==> config.mk <==
export PLATFORM = sky130hd
export DESIGN_NAME = slpt_ctrl
export DESIGN_NICKNAME = d
export VERILOG_FILES = /design/src/hw/rtl/slpt_pkg.sv /design/src/hw/rtl/slpt_ctrl.sv
export SDC_FILE = /design/constraint.sdc
export NUM_CORES = 1
export LEC_CHECK = 0
export BUFFER_PORTS_ARGS = -buffer_cell sky130_fd_sc_hd__buf_2
export CAP_MARGIN = 20
export CELL_PAD_IN_SITES_DETAIL_PLACEMENT = 0
export CELL_PAD_IN_SITES_GLOBAL_PLACEMENT = 2
export CORE_ASPECT_RATIO = 1.75
export CORE_UTILIZATION = 27
export CTS_CLUSTER_SIZE = 30
export DETAILED_ROUTE_END_ITERATION = 6
export GPL_TIMING_DRIVEN = 1
export PLACE_DENSITY_LB_ADDON = 0.2
export SLEW_MARGIN = 0
export SYNTH_ARGS = -nofsm -noshare
export SYNTH_HDL_FRONTEND = slang
export SYNTH_SLANG_ARGS = --single-unit
==> constraint.sdc <==
create_clock -name clk -period 2.9 [get_ports clk]
set_clock_uncertainty 0.05 [all_clocks]
set_input_delay 0.58 -clock clk [delete_from_list [all_inputs] [get_ports clk]]
set_output_delay 0.58 -clock clk [all_outputs]
set_load 0.02 [all_outputs]
==> src/hw/rtl/slpt_pkg.sv <==
// Shared types and codes of the single-level page-table MMU.
package slpt_pkg;

  localparam logic [1:0] REQ_NEW   = 2'd0;
  localparam logic [1:0] REQ_KILL  = 2'd1;
  localparam logic [1:0] REQ_STORE = 2'd2;
  localparam logic [1:0] REQ_LOAD  = 2'd3;

  localparam logic [2:0] ST_OK            = 3'd0;
  localparam logic [2:0] ST_NO_TABLE_PAGE = 3'd1;
  localparam logic [2:0] ST_NO_DATA_PAGE  = 3'd2;
  localparam logic [2:0] ST_NO_TABLE      = 3'd3;
  localparam logic [2:0] ST_UNMAPPED      = 3'd4;

  // RAM address sources.
  localparam logic [2:0] A_CLR   = 3'd0;
  localparam logic [2:0] A_SCAN  = 3'd1;
  localparam logic [2:0] A_PTR   = 3'd2;
  localparam logic [2:0] A_ENT   = 3'd3;
  localparam logic [2:0] A_XENT  = 3'd4;
  localparam logic [2:0] A_KMAP  = 3'd5;
  localparam logic [2:0] A_TFREE = 3'd6;
  localparam logic [2:0] A_PHYS  = 3'd7;

  // RAM write data sources.
  localparam logic [2:0] D_ZERO = 3'd0;
  localparam logic [2:0] D_ONE  = 3'd1;
  localparam logic [2:0] D_TP   = 3'd2;
  localparam logic [2:0] D_PP   = 3'd3;
  localparam logic [2:0] D_WD   = 3'd4;
  localparam logic [2:0] D_CLR  = 3'd5;

  typedef struct packed {
    logic       capture;
    logic       we;
    logic [2:0] addr_sel;
    logic [2:0] data_sel;
    logic       clr_inc;
    logic       pg_init;
    logic       pg_inc;
    logic       vp_clr;
    logic       vp_inc;
    logic       tp_ld_pg;
    logic       tp_ld_rd;
    logic       pp_ld_pg;
    logic       pp_ld_rd;
    logic       rd_ld;
    logic       st_ld;
    logic [2:0] st_val;
    logic       finish;
  } cmd_t;

  typedef struct packed {
    logic [1:0] req;
    logic       pid_ok;
    logic       rzero;
    logic       rpage_ok;
    logic       pg_end;
    logic       vp_eq_cnt;
    logic       vp_eq_pages;
    logic       clr_last;
    logic       out_free;
  } sts_t;

endpackage

==> src/hw/rtl/slpt_ctrl.sv <==
// Request sequencer of the page-table MMU.
module slpt_ctrl import slpt_pkg::*; (
  input  logic clk,
  input  logic rst_n,
  input  logic in_valid,
  output logic in_ready,
  input  sts_t sts,
  output cmd_t cmd
);

  localparam logic [4:0] S_CLR       = 5'd0;
  localparam logic [4:0] S_IDLE      = 5'd1;
  localparam logic [4:0] S_DECODE    = 5'd2;
  localparam logic [4:0] S_TSCAN_RD  = 5'd3;
  localparam logic [4:0] S_TSCAN_CHK = 5'd4;
  localparam logic [4:0] S_PTR_WR    = 5'd5;
  localparam logic [4:0] S_DCHECK    = 5'd6;
  localparam logic [4:0] S_DSCAN_RD  = 5'd7;
  localparam logic [4:0] S_DSCAN_CHK = 5'd8;
  localparam logic [4:0] S_ENT_WR    = 5'd9;
  localparam logic [4:0] S_KPTR      = 5'd10;
  localparam logic [4:0] S_KRD       = 5'd11;
  localparam logic [4:0] S_KCHK      = 5'd12;
  localparam logic [4:0] S_KFREE     = 5'd13;
  localparam logic [4:0] S_KPTRCLR   = 5'd14;
  localparam logic [4:0] S_XPTR      = 5'd15;
  localparam logic [4:0] S_XENT_RD   = 5'd16;
  localparam logic [4:0] S_XENT      = 5'd17;
  localparam logic [4:0] S_XACC      = 5'd18;
  localparam logic [4:0] S_XLD       = 5'd19;
  localparam logic [4:0] S_DONE      = 5'd20;

  logic [4:0] state_r, state_nxt;

  always_ff @(posedge clk) begin
    if (!rst_n) begin
      state_r <= S_CLR;
    end else begin
      state_r <= state_nxt;
    end
  end

  assign in_ready = (state_r == S_IDLE);

  always_comb begin
    cmd       = '0;
    state_nxt = state_r;
    case (state_r)
      S_CLR: begin
        cmd.we       = 1'b1;
        cmd.addr_sel = A_CLR;
        cmd.data_sel = D_CLR;
        cmd.clr_inc  = 1'b1;
        if (sts.clr_last) state_nxt = S_IDLE;
      end
      S_IDLE: begin
        if (in_valid) begin
          cmd.capture = 1'b1;
          state_nxt   = S_DECODE;
        end
      end
      S_DECODE: begin
        cmd.addr_sel = A_PTR;
        cmd.pg_init  = 1'b1;
        if (sts.req == REQ_NEW) begin
          if (sts.pid_ok) begin
            state_nxt = S_TSCAN_RD;
          end else begin
            cmd.st_ld  = 1'b1;
            cmd.st_val = ST_NO_TABLE;
            state_nxt  = S_DONE;
          end
        end else if (sts.req == REQ_KILL) begin
          if (sts.pid_ok) begin
            state_nxt = S_KPTR;
          end else begin
            cmd.st_ld  = 1'b1;
            cmd.st_val = ST_OK;
            state_nxt  = S_DONE;
          end
        end else begin
          if (sts.pid_ok) begin
            state_nxt = S_XPTR;
          end else begin
            cmd.st_ld  = 1'b1;
            cmd.st_val = ST_NO_TABLE;
            state_nxt  = S_DONE;
          end
        end
      end
      S_TSCAN_RD: begin
        cmd.addr_sel = A_SCAN;
        if (sts.pg_end) begin
          cmd.st_ld  = 1'b1;
          cmd.st_val = ST_NO_TABLE_PAGE;
          state_nxt  = S_DONE;
        end else begin
          state_nxt = S_TSCAN_CHK;
        end
      end
      S_TSCAN_CHK: begin
        cmd.addr_sel = A_SCAN;
        cmd.data_sel = D_ONE;
        cmd.pg_inc   = 1'b1;
        if (sts.rzero) begin
          cmd.we       = 1'b1;
          cmd.tp_ld_pg = 1'b1;
          state_nxt    = S_PTR_WR;
        end else begin
          state_nxt = S_TSCAN_RD;
        end
      end
      S_PTR_WR: begin
        cmd.we       = 1'b1;
        cmd.addr_sel = A_PTR;
        cmd.data_sel = D_TP;
        state_nxt    = S_DCHECK;
      end
      S_DCHECK: begin
        if (sts.vp_eq_cnt) begin
          cmd.st_ld  = 1'b1;
          cmd.st_val = ST_OK;
          state_nxt  = S_DONE;
        end else begin
          state_nxt = S_DSCAN_RD;
        end
      end
      S_DSCAN_RD: begin
        cmd.addr_sel = A_SCAN;
        if (sts.pg_end) begin
          cmd.st_ld  = 1'b1;
          cmd.st_val = ST_NO_DATA_PAGE;
          state_nxt  = S_DONE;
        end else begin
          state_nxt = S_DSCAN_CHK;
        end
      end
      S_DSCAN_CHK: begin
        cmd.addr_sel = A_SCAN;
        cmd.data_sel = D_ONE;
        cmd.pg_inc   = 1'b1;
        if (sts.rzero) begin
          cmd.we       = 1'b1;
          cmd.pp_ld_pg = 1'b1;
          state_nxt    = S_ENT_WR;
        end else begin
          state_nxt = S_DSCAN_RD;
        end
      end
      S_ENT_WR: begin
        cmd.we       = 1'b1;
        cmd.addr_sel = A_ENT;
        cmd.data_sel = D_PP;
        cmd.vp_inc   = 1'b1;
        state_nxt    = S_DCHECK;
      end
      S_KPTR: begin
        if (sts.rpage_ok) begin
          cmd.tp_ld_rd = 1'b1;
          cmd.vp_clr   = 1'b1;
          state_nxt    = S_KRD;
        end else begin
          cmd.st_ld  = 1'b1;
          cmd.st_val = ST_OK;
          state_nxt  = S_DONE;
        end
      end
      S_KRD: begin
        cmd.addr_sel = A_ENT;
        if (sts.vp_eq_pages) begin
          state_nxt = S_KFREE;
        end else begin
          state_nxt = S_KCHK;
        end
      end
      S_KCHK: begin
        // Any nonzero entry clears the page 0 byte it names.
        cmd.addr_sel = A_KMAP;
        cmd.data_sel = D_ZERO;
        cmd.we       = !sts.rzero;
        cmd.vp_inc   = 1'b1;
        state_nxt    = S_KRD;
      end
      S_KFREE: begin
        cmd.we       = 1'b1;
        cmd.addr_sel = A_TFREE;
        cmd.data_sel = D_ZERO;
        state_nxt    = S_KPTRCLR;
      end
      S_KPTRCLR: begin
        cmd.we       = 1'b1;
        cmd.addr_sel = A_PTR;
        cmd.data_sel = D_ZERO;
        cmd.st_ld    = 1'b1;
        cmd.st_val   = ST_OK;
        state_nxt    = S_DONE;
      end
      S_XPTR: begin
        if (sts.rpage_ok) begin
          cmd.tp_ld_rd = 1'b1;
          state_nxt    = S_XENT_RD;
        end else begin
          cmd.st_ld  = 1'b1;
          cmd.st_val = ST_NO_TABLE;
          state_nxt  = S_DONE;
        end
      end
      S_XENT_RD: begin
        cmd.addr_sel = A_XENT;
        state_nxt    = S_XENT;
      end
      S_XENT: begin
        if (sts.rpage_ok) begin
          cmd.pp_ld_rd = 1'b1;
          state_nxt    = S_XACC;
        end else begin
          cmd.st_ld  = 1'b1;
          cmd.st_val = ST_UNMAPPED;
          state_nxt  = S_DONE;
        end
      end
      S_XACC: begin
        cmd.addr_sel = A_PHYS;
        cmd.data_sel = D_WD;
        if (sts.req == REQ_STORE) begin
          cmd.we     = 1'b1;
          cmd.st_ld  = 1'b1;
          cmd.st_val = ST_OK;
          state_nxt  = S_DONE;
        end else begin
          state_nxt = S_XLD;
        end
      end
      S_XLD: begin
        cmd.rd_ld  = 1'b1;
        cmd.st_ld  = 1'b1;
        cmd.st_val = ST_OK;
        state_nxt  = S_DONE;
      end
      S_DONE: begin
        if (sts.out_free) begin
          cmd.finish = 1'b1;
          state_nxt  = S_IDLE;
        end
      end
      default: begin
        state_nxt = S_CLR;
      end
    endcase
  end

endmodule

==> results by group <==
Layout
  • Final Util: 0.373
  • Area Overhead vs Synth: 28.9%
  • Non-filler cells, final: 216
  • Biggest regs: state_r: 5 flops
  • N_diodes: 0
  • Post-route cell area: 1200 sq um
  • Commonest non-fill, non-tap cell in the layout: buf_2
  • Largest register FFs: 5
  • Most frequent cells in the layout: buf_2 (36), nand2_1 (13), nor2_1 (12)
  • Nets: 187
  • Share of cells above drive strength 1: 0.324
  • Biggest register: state_r

Global routing
  • Largest net degree at the start of global routing: 24
  • Vias in the first global route: 1,236
  • Global-route wire length before repair: 6040 um
  • All-Layer GR Usage: 0.220
  • Grt total ovfl: 0
  • Initial antenna violation count: 0

Worst setup path
  • Critical Path Source Type: flop
  • CP arrival: roughly 2.1 ns
  • Critical path fanouts, max: 17
  • CP required: 2.27 ns
  • Crit path kind: flop to primary output
  • Buf+Inv Stages, Crit Path: 1
  • CP peak stage delay: between 0.7 and 0.8 ns
  • Top Family by Delay on Critical Path: flip-flops
  • CP max stage cell: dfxtp_1
  • CP Cell Sequence: or3_4 > nor3_4 > nand3b_4 > a221o_1 > nand2b_1 > buf_2
  • Crit path capture type: primary output

Yosys
  • Syn Area/Cell: 6.84 sq um
  • Synthesized net count: 149
  • Number of library cell types mapped by synthesis: 50
  • Mapped Cells: 136
  • Sequential area share after synthesis: 0.108
  • Yosys warns: 0
  • Post-Syn Area: 930 sq um
  • #FFs+latches synth: 5

Flow run
  • Max-cap violations: 0

STA
  • Final Critical Period: 2.71 ns
  • Worst slew margin: 0.542
  • Hold slack final: around 0.57 ns
  • Final worst slack: 0.195 ns
  • Fin. max-slew vios: 0
  • Setup violations, final: 0
  • FMAX: 370 MHz
  • RSZ-0062 raised after global routing: false
  • Period utilisation layout: 0.933
  • Final number of hold-violating endpoints: 0
  • Setup_tns: 0 ns
  • Worst slew pin tran: roughly 0.7 ns

Clock tree
  • Root Buffer: clkbuf_8
  • H-tree Lvls: 1
  • CTS Buf Count: 3
  • Maximum root-to-sink buffer count: 2
  • Hold_buf cts: 0
  • CTS resizes: 0
  • Clk_lat worst skew: 0.22 ns
  • CTS tree: done
  • CTS sink cnt: 5
  • Setup Fix Bufs, Post-CTS: 0
  • Clk slew on worst S/H paths: 0.04 ns

Drt
  • Wire length per cell: roughly 17 um
  • Via Count: 1,255
  • First-pass DRT Iterations: 4
  • ANT nets after route: 0
  • Post-route DRC violation count: 0
  • Via density: roughly 5.8
  • Drt total wl: 3760 um
  • Iteration-0 DRC Markers: 93

Power
  • Overall Power: 1.09 mW
  • NetSw: 0.606 mW
  • Clock power share: 0.119
  • P_int: just under 0.5 mW
  • LEAKAGE: 0.550 nW
  • Logic pwr share: 0.741
  • Max VDD drop: 0.349 mV
  • Pwr Density: just over 900 nW/um^2
  • Switching part of the total power: 0.558
  • Seq pwr share: 0.140

Status
  • Run status: finished clean

Floorplanning
  • Top-Level Pins: 37
  • Die height: 79.6 um
  • Die Width: 46.4 um
  • Initial core utilization: 0.290
  • CORE AREA: 3210 sq um
  • Die ar.: 3690 sq um
  • Site Rows: 27

Worst hold path
  • Hold Crit Class: input pin to flop

Placed design
  • DP HPWL: around 2900 um
  • Pre-CTS setup slack: 0.300 ns
  • Dpl cell area: 1150 sq um
  • PortBufs: 36
  • Placed insts: 212
  • Placer Congestion: around 0.9
layer usage:
metal / vias up / track usage / wire length, um
met5: - / 0 / 0
met4: 0 / 0.124 / 72
met3: 10 / 0.0158 / 211
met2: 59 / 0.364 / 2020
met1: 599 / 0.263 / 1450
li1: 587 / - / -
final timing paths:
| path | from | end | slack (ns) | cells after the start |
|---|---|---|---|---|
| setup / recovery | state_r[4] | cmd[4] | 0.19 | 6 |
| hold / removal | rst_n | state_r[4] | 0.57 | 2 |
| setup reg to reg | state_r[4] | state_r[4] | 0.88 | 5 |
| hold reg to reg | state_r[3] | state_r[0] | 0.78 | 3 |
worst register-to-register path, delay by kind of cell, from the launching register on:
kind,cells,cell delay [ns]
AOI/OAI and AO/OA,2,0.56
DFF,1,0.75
and+or+nand+nor,3,0.53
power groups by stage:
stage / Combinational (mW) / Clock, mW / Sequential [mW]
2_1_floorplan: 0.603 / 0 / 0.103
3_3_place_gp: 0.801 / 0 / 0.147
3_5_place_dp: 0.796 / 0 / 0.146
4_1_cts: 0.799 / 0.132 / 0.147
5_1_grt: 0.876 / 0.138 / 0.155
6_report: 0.805 / 0.130 / 0.152
synthesized netlist by cell type (all sizes together):
master / count / area, sq um
inv: 8 / 30.0
o21a: 1 / 7.51
o41a: 1 / 11.3
nand4: 1 / 6.26
a32oi: 1 / 8.76
and3: 1 / 6.26
nand2: 13 / 48.8
nor2b: 6 / 37.5
o22ai: 1 / 6.26
o221ai: 1 / 8.76
dfxtp: 5 / 100
o31a: 2 / 17.5
mux2i: 1 / 10.0
a211oi: 1 / 7.51
o21ai: 8 / 40.0
o211ai: 1 / 7.51
or4: 1 / 7.51
nor4: 1 / 6.26
o31ai: 3 / 22.5
o32a: 1 / 10.0
a22oi: 1 / 7.51
buf: 9 / 68.8
a21oi: 9 / 45.0
nand3b: 2 / 27.5
or3: 2 / 17.5
o221a: 1 / 11.3
nor2: 14 / 57.6
nor4bb: 1 / 10.0
nand3: 4 / 20.0
a31oi: 1 / 6.26
nand2b: 7 / 46.3
and4: 1 / 8.76
a32o: 3 / 30.0
nor3: 11 / 71.3
clkbuf: 2 / 7.51
a221o: 2 / 20.0
a2111oi: 3 / 32.5
a22o: 2 / 17.5
xor2: 1 / 8.76
nor4b: 1 / 8.76
and2: 1 / 6.26
logic make-up (layout without fill, tap and decap cells):
logic type                after synthesis  count (layout)  share of synthesized area
DFF                                     5               5                      0.108
and+or+nand+nor                        67              67                      0.416
xor gates and xnor gates                1               1                    0.00942
AOI/OAI and AO/OA                      43              43                      0.342
muxes                                   1               1                     0.0108
buffers and inverters                  19              56                      0.114
layout make-up:
type	count	area, sq um
flip-flops and latches	5	100
repair buffers	44	240
clock buffers	4	45.0
inverters	8	30.0
multi-input cells	112	729
fillers	373	2010
well taps	43	53.8
Power figures use the tool's default switching activity.
